`config.mk`:
```
export PLATFORM = sky130hd
export DESIGN_NAME = utc_to_local_time_eu_dst_flat
export DESIGN_NICKNAME = d
export VERILOG_FILES = /design/src/sv/utcl_pkg.sv /design/src/sv/utcl_if.sv /design/src/sv/utcl_norm.sv /design/src/sv/utcl_split.sv /design/src/sv/utcl_dst.sv /design/src/sv/utc_to_local_time_eu_dst.sv /design/src/flat_wrapper.sv
export VERILOG_INCLUDE_DIRS = /design/src /design/src/sv
export SDC_FILE = /design/constraint.sdc
export NUM_CORES = 2
export LEC_CHECK = 0
export BUFFER_PORTS_ARGS = -buffer_cell sky130_fd_sc_hd__buf_2
export CAP_MARGIN = 25
export CORE_ASPECT_RATIO = 1.5
export CORE_MARGIN = 3
export CORE_UTILIZATION = 40
export CTS_BUF_LIST = sky130_fd_sc_hd__clkbuf_8
export DETAILED_ROUTE_END_ITERATION = 7
export GPL_TIMING_DRIVEN = 0
export PLACE_DENSITY_LB_ADDON = 0.05
export REMOVE_ABC_BUFFERS = 1
export SYNTH_ARGS = -nofsm -noshare
export SYNTH_HDL_FRONTEND = slang
export SYNTH_SLANG_ARGS = --single-unit
```
`constraint.sdc`:
```
create_clock -name clk -period 29.2 [get_ports clk]
set_input_delay 1.46 -clock clk [delete_from_list [all_inputs] [get_ports clk]]
set_output_delay 1.46 -clock clk [all_outputs]
set_load 0.01 [all_outputs]
```
`src/sv/utc_to_local_time_eu_dst_assert.svh`:
```
// assertion macros for the utc to local time converter
`ifndef UTC_TO_LOCAL_TIME_EU_DST_ASSERT_SVH
`define UTC_TO_LOCAL_TIME_EU_DST_ASSERT_SVH
`ifndef NO_ASSERTIONS
`define UTCL_ASSERT(label, ante, cons) \
	label: assert property (@(posedge clk) disable iff (!arst_n) (ante) |-> (cons)) \
		else $error("utcl assertion failed");
`define UTCL_ASSERT_NEXT(label, ante, cons) \
	label: assert property (@(posedge clk) disable iff (!arst_n) (ante) |=> (cons)) \
		else $error("utcl assertion failed");
`else
`define UTCL_ASSERT(label, ante, cons)
`define UTCL_ASSERT_NEXT(label, ante, cons)
`endif
`endif

```
`src/sv/utcl_pkg.sv`:
```
// shared types, constants and calendar tables of the utc to local time converter
package utcl_pkg;

	localparam int DAY_SECS     = 86400;
	localparam int HOUR_SECS    = 3600;
	localparam int MIN_SECS     = 60;
	localparam int YEAR_DAYS    = 365;
	localparam int CENTURY_DAYS = 36525;

	// reciprocal multipliers, each estimate is off by at most one
	localparam int YEAR_RECIP = 2871;
	localparam int YEAR_SHIFT = 20;
	localparam int HOUR_RECIP = 1165;
	localparam int HOUR_SHIFT = 22;
	localparam int MIN_RECIP  = 1092;
	localparam int MIN_SHIFT  = 16;

	localparam logic [3:0] MONTH_FEB = 4'd2;
	localparam logic [3:0] MONTH_MAR = 4'd3;
	localparam logic [3:0] MONTH_OCT = 4'd10;

	localparam int CFG_IDX_W  = 4;
	localparam int CFG_DATA_W = 17;

	typedef enum logic [CFG_IDX_W-1:0] {
		CFG_ZONE_OFFSET = 4'd0,
		CFG_DST_OFFSET  = 4'd1
	} cfg_idx_t;

	localparam logic signed [16:0] ZONE_RESET = 17'sd3600;
	localparam logic [12:0]        DST_RESET  = 13'd3600;

	typedef logic [15:0] day_t;
	typedef logic [16:0] sod_t;

	typedef struct packed {
		logic [6:0] year;
		logic [3:0] month;
		logic [4:0] day;
		logic [4:0] hour;
		logic [5:0] minute;
		logic [5:0] second;
	} cal_t;

	localparam logic [8:0] CUM_DAYS [12] = '{
		9'd0, 9'd31, 9'd59, 9'd90, 9'd120, 9'd151,
		9'd181, 9'd212, 9'd243, 9'd273, 9'd304, 9'd334
	};

	// last sunday day of month over the 28 year cycle, first entry is year 2000
	localparam logic [4:0] MAR_SUN [28] = '{
		5'd26, 5'd25, 5'd31, 5'd30, 5'd28, 5'd27, 5'd26,
		5'd25, 5'd30, 5'd29, 5'd28, 5'd27, 5'd25, 5'd31,
		5'd30, 5'd29, 5'd27, 5'd26, 5'd25, 5'd31, 5'd29,
		5'd28, 5'd27, 5'd26, 5'd31, 5'd30, 5'd29, 5'd28
	};

	localparam logic [4:0] OCT_SUN [28] = '{
		5'd29, 5'd28, 5'd27, 5'd26, 5'd31, 5'd30, 5'd29,
		5'd28, 5'd26, 5'd25, 5'd31, 5'd30, 5'd28, 5'd27,
		5'd26, 5'd25, 5'd30, 5'd29, 5'd28, 5'd27, 5'd25,
		5'd31, 5'd30, 5'd29, 5'd27, 5'd26, 5'd25, 5'd31
	};

endpackage

```
`src/sv/utcl_if.sv`:
```
// channel interfaces of the utc to local time converter
interface utcl_utc_if;
	logic       valid;
	logic       ready;
	logic [5:0] utc_second;
	logic [5:0] utc_minute;
	logic [4:0] utc_hour;
	logic [4:0] utc_day;
	logic [3:0] utc_month;
	logic [6:0] utc_year;

	modport source (
		output valid, utc_second, utc_minute, utc_hour, utc_day, utc_month, utc_year,
		input  ready
	);
	modport sink (
		input  valid, utc_second, utc_minute, utc_hour, utc_day, utc_month, utc_year,
		output ready
	);
endinterface

interface utcl_local_if;
	logic       valid;
	logic       ready;
	logic [5:0] local_second;
	logic [5:0] local_minute;
	logic [4:0] local_hour;
	logic [4:0] local_day;
	logic [3:0] local_month;
	logic [6:0] local_year;
	logic       dst_active;

	modport source (
		output valid, local_second, local_minute, local_hour, local_day, local_month,
		       local_year, dst_active,
		input  ready
	);
	modport sink (
		input  valid, local_second, local_minute, local_hour, local_day, local_month,
		       local_year, dst_active,
		output ready
	);
endinterface

interface utcl_cfg_if;
	logic                              valid;
	logic                              ready;
	logic [utcl_pkg::CFG_IDX_W-1:0]    index;
	logic [utcl_pkg::CFG_DATA_W-1:0]   data;

	modport source (output valid, index, data, input ready);
	modport sink (input valid, index, data, output ready);
endinterface

```
`src/sv/utcl_norm.sv`:
```
// input normalization: calendar fields to day index and second of day within the century
module utcl_norm (
	input  logic                clk,
	input  logic                arst_n,
	input  logic                en,
	input  logic                in_valid,
	input  logic [5:0]          second,
	input  logic [5:0]          minute,
	input  logic [4:0]          hour,
	input  logic [4:0]          day,
	input  logic [3:0]          month,
	input  logic [6:0]          year,
	output logic                out_valid,
	output utcl_pkg::day_t      out_day_idx,
	output utcl_pkg::sod_t      out_sod
);

	logic [6:0]  y_mod;
	logic [6:0]  y_n;
	logic [3:0]  mi_n;
	logic [16:0] sod_raw;

	logic        valid_s1;
	logic [6:0]  y_s1;
	logic [3:0]  mi_s1;
	logic [4:0]  d_s1;
	logic [16:0] sod_s1;

	logic [16:0]        dsum;
	logic               leap_adj;
	logic signed [16:0] draw;

	logic               valid_s2;
	logic signed [16:0] draw_s2;
	logic [16:0]        sod_s2;

	logic               carry;
	logic [16:0]        sod_n;
	logic signed [16:0] dc;
	logic [15:0]        dn;

	logic           valid_s3;
	utcl_pkg::day_t day_s3;
	utcl_pkg::sod_t sod_s3;

	// month zero borrows from the previous year, months past december roll into the next
	always_comb begin
		y_mod = (year >= 7'd100) ? 7'(year - 7'd100) : year;
		if (month == 4'd0) begin
			mi_n = 4'd11;
			y_n  = (y_mod == 7'd0) ? 7'd99 : 7'(y_mod - 7'd1);
		end else if (month > 4'd12) begin
			mi_n = 4'(month - 4'd13);
			y_n  = (y_mod == 7'd99) ? 7'd0 : 7'(y_mod + 7'd1);
		end else begin
			mi_n = 4'(month - 4'd1);
			y_n  = y_mod;
		end
		sod_raw = 17'(17'(hour) * 17'(utcl_pkg::HOUR_SECS))
		        + 17'(17'(minute) * 17'(utcl_pkg::MIN_SECS))
		        + 17'(second);
	end

	always_comb begin
		leap_adj = (mi_s1 > 4'd1) && (y_s1[1:0] == 2'd0);
		dsum = 17'(17'(y_s1) * 17'(utcl_pkg::YEAR_DAYS))
		     + 17'((17'(y_s1) + 17'd3) >> 2)
		     + 17'(utcl_pkg::CUM_DAYS[mi_s1])
		     + 17'(leap_adj);
		// day zero lands on minus one here
		draw = $signed(17'(dsum + 17'(d_s1) - 17'd1));
	end

	always_comb begin
		carry = sod_s2 >= 17'(utcl_pkg::DAY_SECS);
		sod_n = carry ? 17'(sod_s2 - 17'(utcl_pkg::DAY_SECS)) : sod_s2;
		dc    = draw_s2 + $signed({16'd0, carry});
		if (dc[16]) begin
			dn = 16'(dc + 17'(utcl_pkg::CENTURY_DAYS));
		end else if (dc[15:0] >= 16'(utcl_pkg::CENTURY_DAYS)) begin
			dn = 16'(dc[15:0] - 16'(utcl_pkg::CENTURY_DAYS));
		end else begin
			dn = dc[15:0];
		end
	end

	always_ff @(posedge clk or negedge arst_n) begin
		if (!arst_n) begin
			valid_s1 <= 1'b0;
			valid_s2 <= 1'b0;
			valid_s3 <= 1'b0;
		end else if (en) begin
			valid_s1 <= in_valid;
			valid_s2 <= valid_s1;
			valid_s3 <= valid_s2;
		end
	end

	always_ff @(posedge clk) begin
		if (en) begin
			y_s1    <= y_n;
			mi_s1   <= mi_n;
			d_s1    <= day;
			sod_s1  <= sod_raw;
			draw_s2 <= draw;
			sod_s2  <= sod_s1;
			day_s3  <= dn;
			sod_s3  <= sod_n;
		end
	end

	assign out_valid   = valid_s3;
	assign out_day_idx = day_s3;
	assign out_sod     = sod_s3;

endmodule

```
`src/sv/utcl_split.sv`:
```
// splits a day index and second of day into year, month, day, hour, minute and second
module utcl_split (
	input  logic            clk,
	input  logic            arst_n,
	input  logic            en,
	input  logic            in_valid,
	input  utcl_pkg::day_t  day_idx,
	input  utcl_pkg::sod_t  sod,
	input  logic            flag,
	output logic            out_valid,
	output utcl_pkg::cal_t  out_cal,
	output utcl_pkg::day_t  out_day_idx,
	output utcl_pkg::sod_t  out_sod,
	output logic            out_flag
);

	// stage 1: reciprocal products
	logic           valid_s1;
	logic [27:0]    yprod_s1;
	logic [27:0]    hprod_s1;
	utcl_pkg::day_t day_s1;
	utcl_pkg::sod_t sod_s1;
	logic           flag_s1;

	// stage 2: year and hour estimates
	logic [6:0]     ye;
	logic [15:0]    start;
	logic [4:0]     hh_e;
	logic [12:0]    hrem;

	logic           valid_s2;
	logic [6:0]     ye_s2;
	logic [15:0]    start_s2;
	logic [4:0]     hh_s2;
	logic [12:0]    hrem_s2;
	utcl_pkg::day_t day_s2;
	utcl_pkg::sod_t sod_s2;
	logic           flag_s2;

	// stage 3: corrections
	logic           under;
	logic [6:0]     ye_m1;
	logic [15:0]    doy16;
	logic           hcarry;
	logic [11:0]    mrem;

	logic           valid_s3;
	logic [6:0]     year_s3;
	logic [8:0]     doy_s3;
	logic [4:0]     hh_s3;
	logic [11:0]    mrem_s3;
	utcl_pkg::day_t day_s3;
	utcl_pkg::sod_t sod_s3;
	logic           flag_s3;

	// stage 4: month search
	logic           leap;
	logic [8:0]     thr;
	logic [3:0]     mi;
	logic [8:0]     base;

	logic           valid_s4;
	logic [6:0]     year_s4;
	logic [8:0]     doy_s4;
	logic [3:0]     mi_s4;
	logic [8:0]     base_s4;
	logic [4:0]     hh_s4;
	logic [11:0]    mrem_s4;
	logic [22:0]    mprod_s4;
	utcl_pkg::day_t day_s4;
	utcl_pkg::sod_t sod_s4;
	logic           flag_s4;

	// stage 5: day of month, minute and second
	logic [5:0]     mm_e;
	logic [6:0]     srem;
	utcl_pkg::cal_t cal;

	logic           valid_s5;
	utcl_pkg::cal_t cal_s5;
	utcl_pkg::day_t day_s5;
	utcl_pkg::sod_t sod_s5;
	logic           flag_s5;

	always_comb begin
		ye    = 7'(yprod_s1 >> utcl_pkg::YEAR_SHIFT);
		start = 16'(16'(ye) * 16'(utcl_pkg::YEAR_DAYS)) + 16'((16'(ye) + 16'd3) >> 2);
		hh_e  = 5'(hprod_s1 >> utcl_pkg::HOUR_SHIFT);
		hrem  = 13'(sod_s1 - 17'(17'(hh_e) * 17'(utcl_pkg::HOUR_SECS)));
	end

	// the year estimate may run one high, the hour estimate one low
	always_comb begin
		under  = day_s2 < start_s2;
		ye_m1  = 7'(ye_s2 - 7'd1);
		doy16  = 16'(day_s2 - start_s2);
		if (under) begin
			doy16 = 16'(doy16 + ((ye_m1[1:0] == 2'd0) ? 16'd366 : 16'd365));
		end
		hcarry = hrem_s2 >= 13'(utcl_pkg::HOUR_SECS);
		mrem   = hcarry ? 12'(hrem_s2 - 13'(utcl_pkg::HOUR_SECS)) : 12'(hrem_s2);
	end

	always_comb begin
		leap = year_s3[1:0] == 2'd0;
		mi   = 4'd0;
		base = 9'd0;
		thr  = 9'd0;
		for (int k = 1; k < 12; k++) begin
			thr = utcl_pkg::CUM_DAYS[k] + 9'((k >= 2) && leap);
			if (doy_s3 >= thr) begin
				mi   = 4'(k);
				base = thr;
			end
		end
	end

	always_comb begin
		mm_e = 6'(mprod_s4 >> utcl_pkg::MIN_SHIFT);
		srem = 7'(mrem_s4 - 12'(12'(mm_e) * 12'(utcl_pkg::MIN_SECS)));
		cal.year  = year_s4;
		cal.month = 4'(mi_s4 + 4'd1);
		cal.day   = 5'(doy_s4 - base_s4 + 9'd1);
		cal.hour  = hh_s4;
		if (srem >= 7'(utcl_pkg::MIN_SECS)) begin
			cal.minute = 6'(mm_e + 6'd1);
			cal.second = 6'(srem - 7'(utcl_pkg::MIN_SECS));
		end else begin
			cal.minute = mm_e;
			cal.second = 6'(srem);
		end
	end

	always_ff @(posedge clk or negedge arst_n) begin
		if (!arst_n) begin
			valid_s1 <= 1'b0;
			valid_s2 <= 1'b0;
			valid_s3 <= 1'b0;
			valid_s4 <= 1'b0;
			valid_s5 <= 1'b0;
		end else if (en) begin
			valid_s1 <= in_valid;
			valid_s2 <= valid_s1;
			valid_s3 <= valid_s2;
			valid_s4 <= valid_s3;
			valid_s5 <= valid_s4;
		end
	end

	always_ff @(posedge clk) begin
		if (en) begin
			yprod_s1 <= 28'(day_idx) * 28'(utcl_pkg::YEAR_RECIP);
			hprod_s1 <= 28'(sod) * 28'(utcl_pkg::HOUR_RECIP);
			day_s1   <= day_idx;
			sod_s1   <= sod;
			flag_s1  <= flag;

			ye_s2    <= ye;
			start_s2 <= start;
			hh_s2    <= hh_e;
			hrem_s2  <= hrem;
			day_s2   <= day_s1;
			sod_s2   <= sod_s1;
			flag_s2  <= flag_s1;

			year_s3  <= under ? ye_m1 : ye_s2;
			doy_s3   <= doy16[8:0];
			hh_s3    <= 5'(hh_s2 + 5'(hcarry));
			mrem_s3  <= mrem;
			day_s3   <= day_s2;
			sod_s3   <= sod_s2;
			flag_s3  <= flag_s2;

			year_s4  <= year_s3;
			doy_s4   <= doy_s3;
			mi_s4    <= mi;
			base_s4  <= base;
			hh_s4    <= hh_s3;
			mrem_s4  <= mrem_s3;
			mprod_s4 <= 23'(mrem_s3) * 23'(utcl_pkg::MIN_RECIP);
			day_s4   <= day_s3;
			sod_s4   <= sod_s3;
			flag_s4  <= flag_s3;

			cal_s5   <= cal;
			day_s5   <= day_s4;
			sod_s5   <= sod_s4;
			flag_s5  <= flag_s4;
		end
	end

	assign out_valid   = valid_s5;
	assign out_cal     = cal_s5;
	assign out_day_idx = day_s5;
	assign out_sod     = sod_s5;
	assign out_flag    = flag_s5;

endmodule

```
`src/sv/utcl_dst.sv`:
```
// daylight saving window check and offset addition with day carry
module utcl_dst (
	input  logic               clk,
	input  logic               arst_n,
	input  logic               en,
	input  logic               in_valid,
	input  utcl_pkg::cal_t     cal,
	input  utcl_pkg::day_t     day_idx,
	input  utcl_pkg::sod_t     sod,
	input  logic signed [16:0] zone_offset,
	input  logic [12:0]        dst_offset,
	output logic               out_valid,
	output utcl_pkg::day_t     out_day_idx,
	output utcl_pkg::sod_t     out_sod,
	output logic               out_dst
);

	logic [6:0] ycyc;
	logic [4:0] ycyc_idx;
	logic [4:0] mar_sun;
	logic [4:0] oct_sun;
	logic       after_mar;
	logic       before_oct;

	logic           valid_s1;
	logic           dst_s1;
	utcl_pkg::day_t day_s1;
	utcl_pkg::sod_t sod_s1;

	logic signed [18:0] offset;
	logic signed [18:0] sum;

	logic               valid_s2;
	logic               dst_s2;
	utcl_pkg::day_t     day_s2;
	logic signed [18:0] sum_s2;

	utcl_pkg::day_t day_n;
	utcl_pkg::sod_t sod_n;

	logic           valid_s3;
	logic           dst_s3;
	utcl_pkg::day_t day_s3;
	utcl_pkg::sod_t sod_s3;

	// weekdays repeat every 28 years inside the century
	always_comb begin
		if (cal.year >= 7'd84) begin
			ycyc = 7'(cal.year - 7'd84);
		end else if (cal.year >= 7'd56) begin
			ycyc = 7'(cal.year - 7'd56);
		end else if (cal.year >= 7'd28) begin
			ycyc = 7'(cal.year - 7'd28);
		end else begin
			ycyc = cal.year;
		end
		ycyc_idx = ycyc[4:0];
		mar_sun  = utcl_pkg::MAR_SUN[ycyc_idx];
		oct_sun  = utcl_pkg::OCT_SUN[ycyc_idx];

		// switch instants are 01:00:00 utc, both bounds exclusive
		after_mar = (cal.month > utcl_pkg::MONTH_MAR)
		         || ((cal.month == utcl_pkg::MONTH_MAR)
		             && ((cal.day > mar_sun)
		                 || ((cal.day == mar_sun) && (sod > 17'(utcl_pkg::HOUR_SECS)))));
		before_oct = (cal.month < utcl_pkg::MONTH_OCT)
		          || ((cal.month == utcl_pkg::MONTH_OCT)
		              && ((cal.day < oct_sun)
		                  || ((cal.day == oct_sun) && (sod < 17'(utcl_pkg::HOUR_SECS)))));
	end

	always_comb begin
		offset = 19'(zone_offset) + (dst_s1 ? $signed({6'd0, dst_offset}) : 19'sd0);
		sum    = $signed({2'b00, sod_s1}) + offset;
	end

	always_comb begin
		if (sum_s2[18]) begin
			sod_n = 17'(sum_s2 + 19'(utcl_pkg::DAY_SECS));
			day_n = (day_s2 == 16'd0) ? 16'(utcl_pkg::CENTURY_DAYS - 1) : 16'(day_s2 - 16'd1);
		end else if (sum_s2 >= 19'(utcl_pkg::DAY_SECS)) begin
			sod_n = 17'(sum_s2 - 19'(utcl_pkg::DAY_SECS));
			day_n = (day_s2 == 16'(utcl_pkg::CENTURY_DAYS - 1)) ? 16'd0 : 16'(day_s2 + 16'd1);
		end else begin
			sod_n = sum_s2[16:0];
			day_n = day_s2;
		end
	end

	always_ff @(posedge clk or negedge arst_n) begin
		if (!arst_n) begin
			valid_s1 <= 1'b0;
			valid_s2 <= 1'b0;
			valid_s3 <= 1'b0;
		end else if (en) begin
			valid_s1 <= in_valid;
			valid_s2 <= valid_s1;
			valid_s3 <= valid_s2;
		end
	end

	always_ff @(posedge clk) begin
		if (en) begin
			dst_s1 <= after_mar && before_oct;
			day_s1 <= day_idx;
			sod_s1 <= sod;
			dst_s2 <= dst_s1;
			day_s2 <= day_s1;
			sum_s2 <= sum;
			dst_s3 <= dst_s2;
			day_s3 <= day_n;
			sod_s3 <= sod_n;
		end
	end

	assign out_valid   = valid_s3;
	assign out_day_idx = day_s3;
	assign out_sod     = sod_s3;
	assign out_dst     = dst_s3;

endmodule

```
`src/sv/utc_to_local_time_eu_dst.sv`:
```
// UTC to local time converter with the EU daylight saving rule, years 2000 to 2099.
// Each word on utc is a UTC date and time; loc returns one word per input with the
// local date and time and a flag that tells whether the DST offset was applied.
// The datapath is a 16 stage pipeline (normalize 3, split 5, DST and offset 3,
// split 5) and takes one word every cycle unless a finished word waits at the output. The pipeline
// holds as a whole while the output word is not taken, so utc.ready follows
// loc.ready when a result is waiting. Register 0 on cfg is the signed zone offset in
// seconds (reset 3600), register 1 the DST offset in seconds (reset 3600); cfg.ready
// is always high and registers should be written only while the pipeline is empty.
`include "utc_to_local_time_eu_dst_assert.svh"

module utc_to_local_time_eu_dst (
	input  logic          clk,
	input  logic          arst_n,
	utcl_utc_if.sink      utc,
	utcl_local_if.source  loc,
	utcl_cfg_if.sink      cfg
);

	logic signed [16:0] zone_q;
	logic [12:0]        dst_off_q;

	logic en;

	logic           n_valid;
	utcl_pkg::day_t n_day;
	utcl_pkg::sod_t n_sod;

	logic           u_valid;
	utcl_pkg::cal_t u_cal;
	utcl_pkg::day_t u_day;
	utcl_pkg::sod_t u_sod;
	logic           u_flag;

	logic           d_valid;
	utcl_pkg::day_t d_day;
	utcl_pkg::sod_t d_sod;
	logic           d_dst;

	logic           l_valid;
	utcl_pkg::cal_t l_cal;
	utcl_pkg::day_t l_day;
	utcl_pkg::sod_t l_sod;
	logic           l_flag;

	// whole pipeline moves unless a finished word is stuck at the output
	assign en        = !l_valid || loc.ready;
	assign utc.ready = en;
	assign cfg.ready = 1'b1;

	always_ff @(posedge clk or negedge arst_n) begin
		if (!arst_n) begin
			zone_q    <= utcl_pkg::ZONE_RESET;
			dst_off_q <= utcl_pkg::DST_RESET;
		end else if (cfg.valid && cfg.ready) begin
			unique case (cfg.index)
				utcl_pkg::CFG_ZONE_OFFSET: zone_q    <= $signed(cfg.data);
				utcl_pkg::CFG_DST_OFFSET:  dst_off_q <= cfg.data[12:0];
				default: ;
			endcase
		end
	end

	utcl_norm u_norm (
		.clk         (clk),
		.arst_n      (arst_n),
		.en          (en),
		.in_valid    (utc.valid),
		.second      (utc.utc_second),
		.minute      (utc.utc_minute),
		.hour        (utc.utc_hour),
		.day         (utc.utc_day),
		.month       (utc.utc_month),
		.year        (utc.utc_year),
		.out_valid   (n_valid),
		.out_day_idx (n_day),
		.out_sod     (n_sod)
	);

	utcl_split u_split_utc (
		.clk         (clk),
		.arst_n      (arst_n),
		.en          (en),
		.in_valid    (n_valid),
		.day_idx     (n_day),
		.sod         (n_sod),
		.flag        (1'b0),
		.out_valid   (u_valid),
		.out_cal     (u_cal),
		.out_day_idx (u_day),
		.out_sod     (u_sod),
		.out_flag    (u_flag)
	);

	utcl_dst u_dst (
		.clk         (clk),
		.arst_n      (arst_n),
		.en          (en),
		.in_valid    (u_valid),
		.cal         (u_cal),
		.day_idx     (u_day),
		.sod         (u_sod),
		.zone_offset (zone_q),
		.dst_offset  (dst_off_q),
		.out_valid   (d_valid),
		.out_day_idx (d_day),
		.out_sod     (d_sod),
		.out_dst     (d_dst)
	);

	utcl_split u_split_local (
		.clk         (clk),
		.arst_n      (arst_n),
		.en          (en),
		.in_valid    (d_valid),
		.day_idx     (d_day),
		.sod         (d_sod),
		.flag        (d_dst),
		.out_valid   (l_valid),
		.out_cal     (l_cal),
		.out_day_idx (l_day),
		.out_sod     (l_sod),
		.out_flag    (l_flag)
	);

	assign loc.valid        = l_valid;
	assign loc.local_second = l_cal.second;
	assign loc.local_minute = l_cal.minute;
	assign loc.local_hour   = l_cal.hour;
	assign loc.local_day    = l_cal.day;
	assign loc.local_month  = l_cal.month;
	assign loc.local_year   = l_cal.year;
	assign loc.dst_active   = l_flag;

	`UTCL_ASSERT(a_out_range, loc.valid, (loc.local_second < 6'd60) && (loc.local_minute < 6'd60) && (loc.local_hour < 5'd24) && (loc.local_day != 5'd0) && (loc.local_month != 4'd0) && (loc.local_month <= 4'd12) && (loc.local_year < 7'd100))
	`UTCL_ASSERT(a_dst_season, loc.valid && loc.dst_active, (loc.local_month >= utcl_pkg::MONTH_MAR) && (loc.local_month <= utcl_pkg::MONTH_OCT))
	`UTCL_ASSERT(a_feb_length, loc.valid && (loc.local_month == utcl_pkg::MONTH_FEB), loc.local_day <= 5'd29)
	`UTCL_ASSERT_NEXT(a_cfg_dst_write, cfg.valid && cfg.ready && (cfg.index == utcl_pkg::CFG_DST_OFFSET), dst_off_q == $past(cfg.data[12:0]))

endmodule

```
`src/flat_wrapper.sv`:
```
// flat-port wrapper written by rule: the top's interface ports become plain ports
module utc_to_local_time_eu_dst_flat 
  (clk, arst_n, utc_valid, utc_utc_second, utc_utc_minute, utc_utc_hour, utc_utc_day, utc_utc_month, utc_utc_year, utc_ready, loc_valid, loc_local_second, loc_local_minute, loc_local_hour, loc_local_day, loc_local_month, loc_local_year, loc_dst_active, loc_ready, cfg_valid, cfg_index, cfg_data, cfg_ready);
  utcl_utc_if utc_i ();
  utcl_local_if loc_i ();
  utcl_cfg_if cfg_i ();
  input  logic clk;
  input  logic arst_n;
  input wire logic [$bits(utc_i.valid)-1:0] utc_valid;
  input wire logic [$bits(utc_i.utc_second)-1:0] utc_utc_second;
  input wire logic [$bits(utc_i.utc_minute)-1:0] utc_utc_minute;
  input wire logic [$bits(utc_i.utc_hour)-1:0] utc_utc_hour;
  input wire logic [$bits(utc_i.utc_day)-1:0] utc_utc_day;
  input wire logic [$bits(utc_i.utc_month)-1:0] utc_utc_month;
  input wire logic [$bits(utc_i.utc_year)-1:0] utc_utc_year;
  output wire logic [$bits(utc_i.ready)-1:0] utc_ready;
  output wire logic [$bits(loc_i.valid)-1:0] loc_valid;
  output wire logic [$bits(loc_i.local_second)-1:0] loc_local_second;
  output wire logic [$bits(loc_i.local_minute)-1:0] loc_local_minute;
  output wire logic [$bits(loc_i.local_hour)-1:0] loc_local_hour;
  output wire logic [$bits(loc_i.local_day)-1:0] loc_local_day;
  output wire logic [$bits(loc_i.local_month)-1:0] loc_local_month;
  output wire logic [$bits(loc_i.local_year)-1:0] loc_local_year;
  output wire logic [$bits(loc_i.dst_active)-1:0] loc_dst_active;
  input wire logic [$bits(loc_i.ready)-1:0] loc_ready;
  input wire logic [$bits(cfg_i.valid)-1:0] cfg_valid;
  input wire logic [$bits(cfg_i.index)-1:0] cfg_index;
  input wire logic [$bits(cfg_i.data)-1:0] cfg_data;
  output wire logic [$bits(cfg_i.ready)-1:0] cfg_ready;
  assign utc_i.valid = utc_valid;
  assign utc_i.utc_second = utc_utc_second;
  assign utc_i.utc_minute = utc_utc_minute;
  assign utc_i.utc_hour = utc_utc_hour;
  assign utc_i.utc_day = utc_utc_day;
  assign utc_i.utc_month = utc_utc_month;
  assign utc_i.utc_year = utc_utc_year;
  assign utc_ready = utc_i.ready;
  assign loc_valid = loc_i.valid;
  assign loc_local_second = loc_i.local_second;
  assign loc_local_minute = loc_i.local_minute;
  assign loc_local_hour = loc_i.local_hour;
  assign loc_local_day = loc_i.local_day;
  assign loc_local_month = loc_i.local_month;
  assign loc_local_year = loc_i.local_year;
  assign loc_dst_active = loc_i.dst_active;
  assign loc_i.ready = loc_ready;
  assign cfg_i.valid = cfg_valid;
  assign cfg_i.index = cfg_index;
  assign cfg_i.data = cfg_data;
  assign cfg_ready = cfg_i.ready;
  utc_to_local_time_eu_dst u_core (.clk(clk), .arst_n(arst_n), .utc(utc_i), .loc(loc_i), .cfg(cfg_i));
endmodule
```
==> flow_summary_export.csv <==
group,metric,value,unit
outcome,status,"finished clean",
global_route,antenna_found_initial,8,
yosys,async_reset_ff_frac,0.0652,
yosys,syn_inst,4059,
critical_path,required,29.83,ns
sta,final.min_clock_period,6.20,ns
die,io-pin-count,96,
critical_path,worstPathArrival,6.84,ns
sta,max_freq,161,MHz
yosys,avgSynthCellArea,12.0,um2
critical_path,worstSetupStartpoint,"u_core.u_norm.y_s1[0]$_DFFE_PP_",
sta,finalClockSkew,0.0427,ns
placement,portBuffers,94,
cells_and_area,final_cell_mix,"inv_1, ha_1, edfxtp_1",
placement,place_congestion,0.829,
sta,rsz0062_at_grt,"false",
clock_network,cts_resized,0,
critical_path,cp_max_fo,8,
clock_network,cts_sinks,706,
sta,worst_slew_pin_slew,0.942,ns
sta,maxSlewViolCount,0,
die,die_w,292,um
detailed_routing,vias,29100,
cells_and_area,final_common_cell,"inv_1",
yosys,ys_seq_area_frac,0.429,
detailed_routing,drc,0,
detailed_routing,via_per_inst,4.92,
cells_and_area,area_growth,10.1,%
clock_network,ctsHoldBuffers,0,
global_route,overflow,0,
die,fp.dieH,434,um
clock_network,cts_made_buffers,117,
clock_network,clk_transition_reported_paths,0.06,ns
critical_path,critical_path_class,"reg -> reg",
placement,dp_slack,22.96,ns
sta,finalHoldViolations,0,
detailed_routing,ant_nets,0,
cells_and_area,final_nets,5290,
cells_and_area,design_area,53900,um2
worst_hold_path,hp-class,"reg -> reg",
critical_path,regToRegStartpoint,"u_core.u_norm.y_s1[0]$_DFFE_PP_",
placement,dp_cells,5695,
yosys,ys_seq_elements,706,
sta,timing.slew.headroom,0.368,
cells_and_area,drive_above_1_share,0.0852,
clock_network,cts_root_buf,"clkbuf_8",
die,initial_core_util,0.404,
placement,hpwl,69.9,mm
yosys,synth_edf_count,660,
sta,finalCritPeriodShare,0.212,
yosys,yosysWarnings,0,
critical_path,critical_path.endpoint_type,"flop",
critical_path,start_kind,"flop",
clock_network,postCtsSetupBuffers,0,
yosys,ys_types,98,
die,core-area,121000,um2
global_route,grt_pass1_wl,153,mm
die,die_area,127000,um2
cells_and_area,largest_reg_flops,33,
clock_network,cts_tree,"done",
yosys,netlist_area,48900,um2
placement,post_dp_cell_area,51500,um2
sta,setup_violations,0,
clock_network,htree_levels,3,
worst_hold_path,min_from,"u_core.u_split_utc.out_day_idx[11]$_DFFE_PP_",
yosys,synthFlopType,"edfxtp_1",
detailed_routing,drt_first_pass_iters,5,
cells_and_area,layout.cells.non_filler,5915,
sta,setup_slack,23.00,ns
cells_and_area,n_fill_cell,11400,
global_route,grt_max_degree,70,
detailed_routing,drtIter0Drc,1000,
job,cap_violations,0,
clock_network,clockBufferDepth,3,
clock_network,clkLatencyLatePin,0.82,ns
sta,tns,0,ns
die,row_count,156,
global_route,grt_pass1_vias,31000,
detailed_routing,wire_per_inst,15.4,um
detailed_routing,routed_wl,91.2,mm
global_route,groute.usage.overall,0.148,
==> per-stage QoR <==
step	util	hold WS, ns
2_1_floorplan	-	0.400
3_3_place_gp	0.422	0.400
3_5_place_dp	0.426	0.405
4_1_cts	0.445	0.388
5_1_grt	0.445	0.392
6_report	0.445	0.390
==> cell families (layout without fill, tap and decap cells) <==
family          count (synthesis)  in the layout  share of synthesized area
fa+ha+maj                     997            997                      0.302
other cells                     1              4                  0.0000767
mux                            58             58                     0.0131
flops                         706            706                      0.429
simple gates                  680            680                     0.0710
xor+xnor                      255            255                     0.0460
compound gates                599            599                     0.0800
buf+inv                       763           1036                     0.0591
==> metal layers <==
metal	part of all wire	track usage	vias to the layer above
met5	0.00076	0	-
met4	0.031	0.0592	10
met3	0.031	0.0236	158
met2	0.55	0.288	318
met1	0.39	0.159	14100
li1	-	-	14500
==> final timing paths <==
check	endpoint	slack, ns	depth (start not counted)
max	u_core.u_norm.draw_s2[16]$_DFFE_PP_	23.00	22
min	u_core.u_dst.day_s1[11]$_DFFE_PP_	0.39	0
max reg2reg	u_core.u_norm.draw_s2[16]$_DFFE_PP_	23.00	22
min reg2reg	u_core.u_dst.day_s1[11]$_DFFE_PP_	0.39	0
max in group asynchronous	u_core.zone_q[11]$_DFFE_PN1P_	28.13	2
min in group asynchronous	u_core.zone_q[0]$_DFFE_PN0P_	0.53	1
==> cell usage after synthesis (18+ instances only) <==
master / n / area [um2]
fa_1: 305 / 6110
nand2_1: 147 / 552
o21ai_0: 124 / 621
nor3_1: 74 / 370
inv_1: 706 / 2650
a21o_1: 53 / 398
a31oi_1: 24 / 150
nor4_1: 22 / 138
nand4_1: 25 / 156
a211oi_1: 18 / 135
o21a_1: 27 / 203
nand2b_1: 28 / 175
nand3_1: 61 / 305
nor2_1: 163 / 612
nor2b_1: 21 / 131
or3_1: 21 / 131
mux2_2: 48 / 541
xnor2_1: 179 / 1570
dfrtp_1: 38 / 951
a21oi_1: 153 / 766
and3_1: 32 / 200
ha_1: 691 / 8650
xor2_1: 74 / 648
o211ai_1: 21 / 158
edfxtp_1: 660 / 19800
and2_1: 26 / 163
o21bai_1: 23 / 173
clkbuf_1: 32 / 120
==> area by class of cell <==
class                   count  area, um2  area share
multi-input cells        2590      25100       0.465
flip-flops and latches    706      21000       0.389
inverters                 709       2660      0.0494
well taps                1580       1980      0.0367
clock buffers             127       1750      0.0324
repair buffers            111        840      0.0156
clock inverters            89        596      0.0111
diodes                      3       7.51    0.000139
==> worst max-delay path: stages (launching register included) <==
cell and delay, ns:
edfxtp_1 0.60, inv_1 0.15, a21oi_1 0.31, nand2_1 0.11, xnor2_1 0.14, fa_1 0.38
ha_1 0.28, inv_1 0.04, fa_1 0.50, inv_1 0.07, fa_1 0.55, inv_1 0.06
fa_1 0.53, inv_1 0.04, ha_1 0.32, nor2b_1 0.14, o21ai_0 0.21, a21boi_1 0.14
o41ai_1 0.38, o21ai_0 0.20, or4_1 0.46, a211o_1 0.27, o211ai_1 0.13
Power is not shown: default switching activity piles up to over one toggle a cycle in this logic, so the estimate is an artifact.
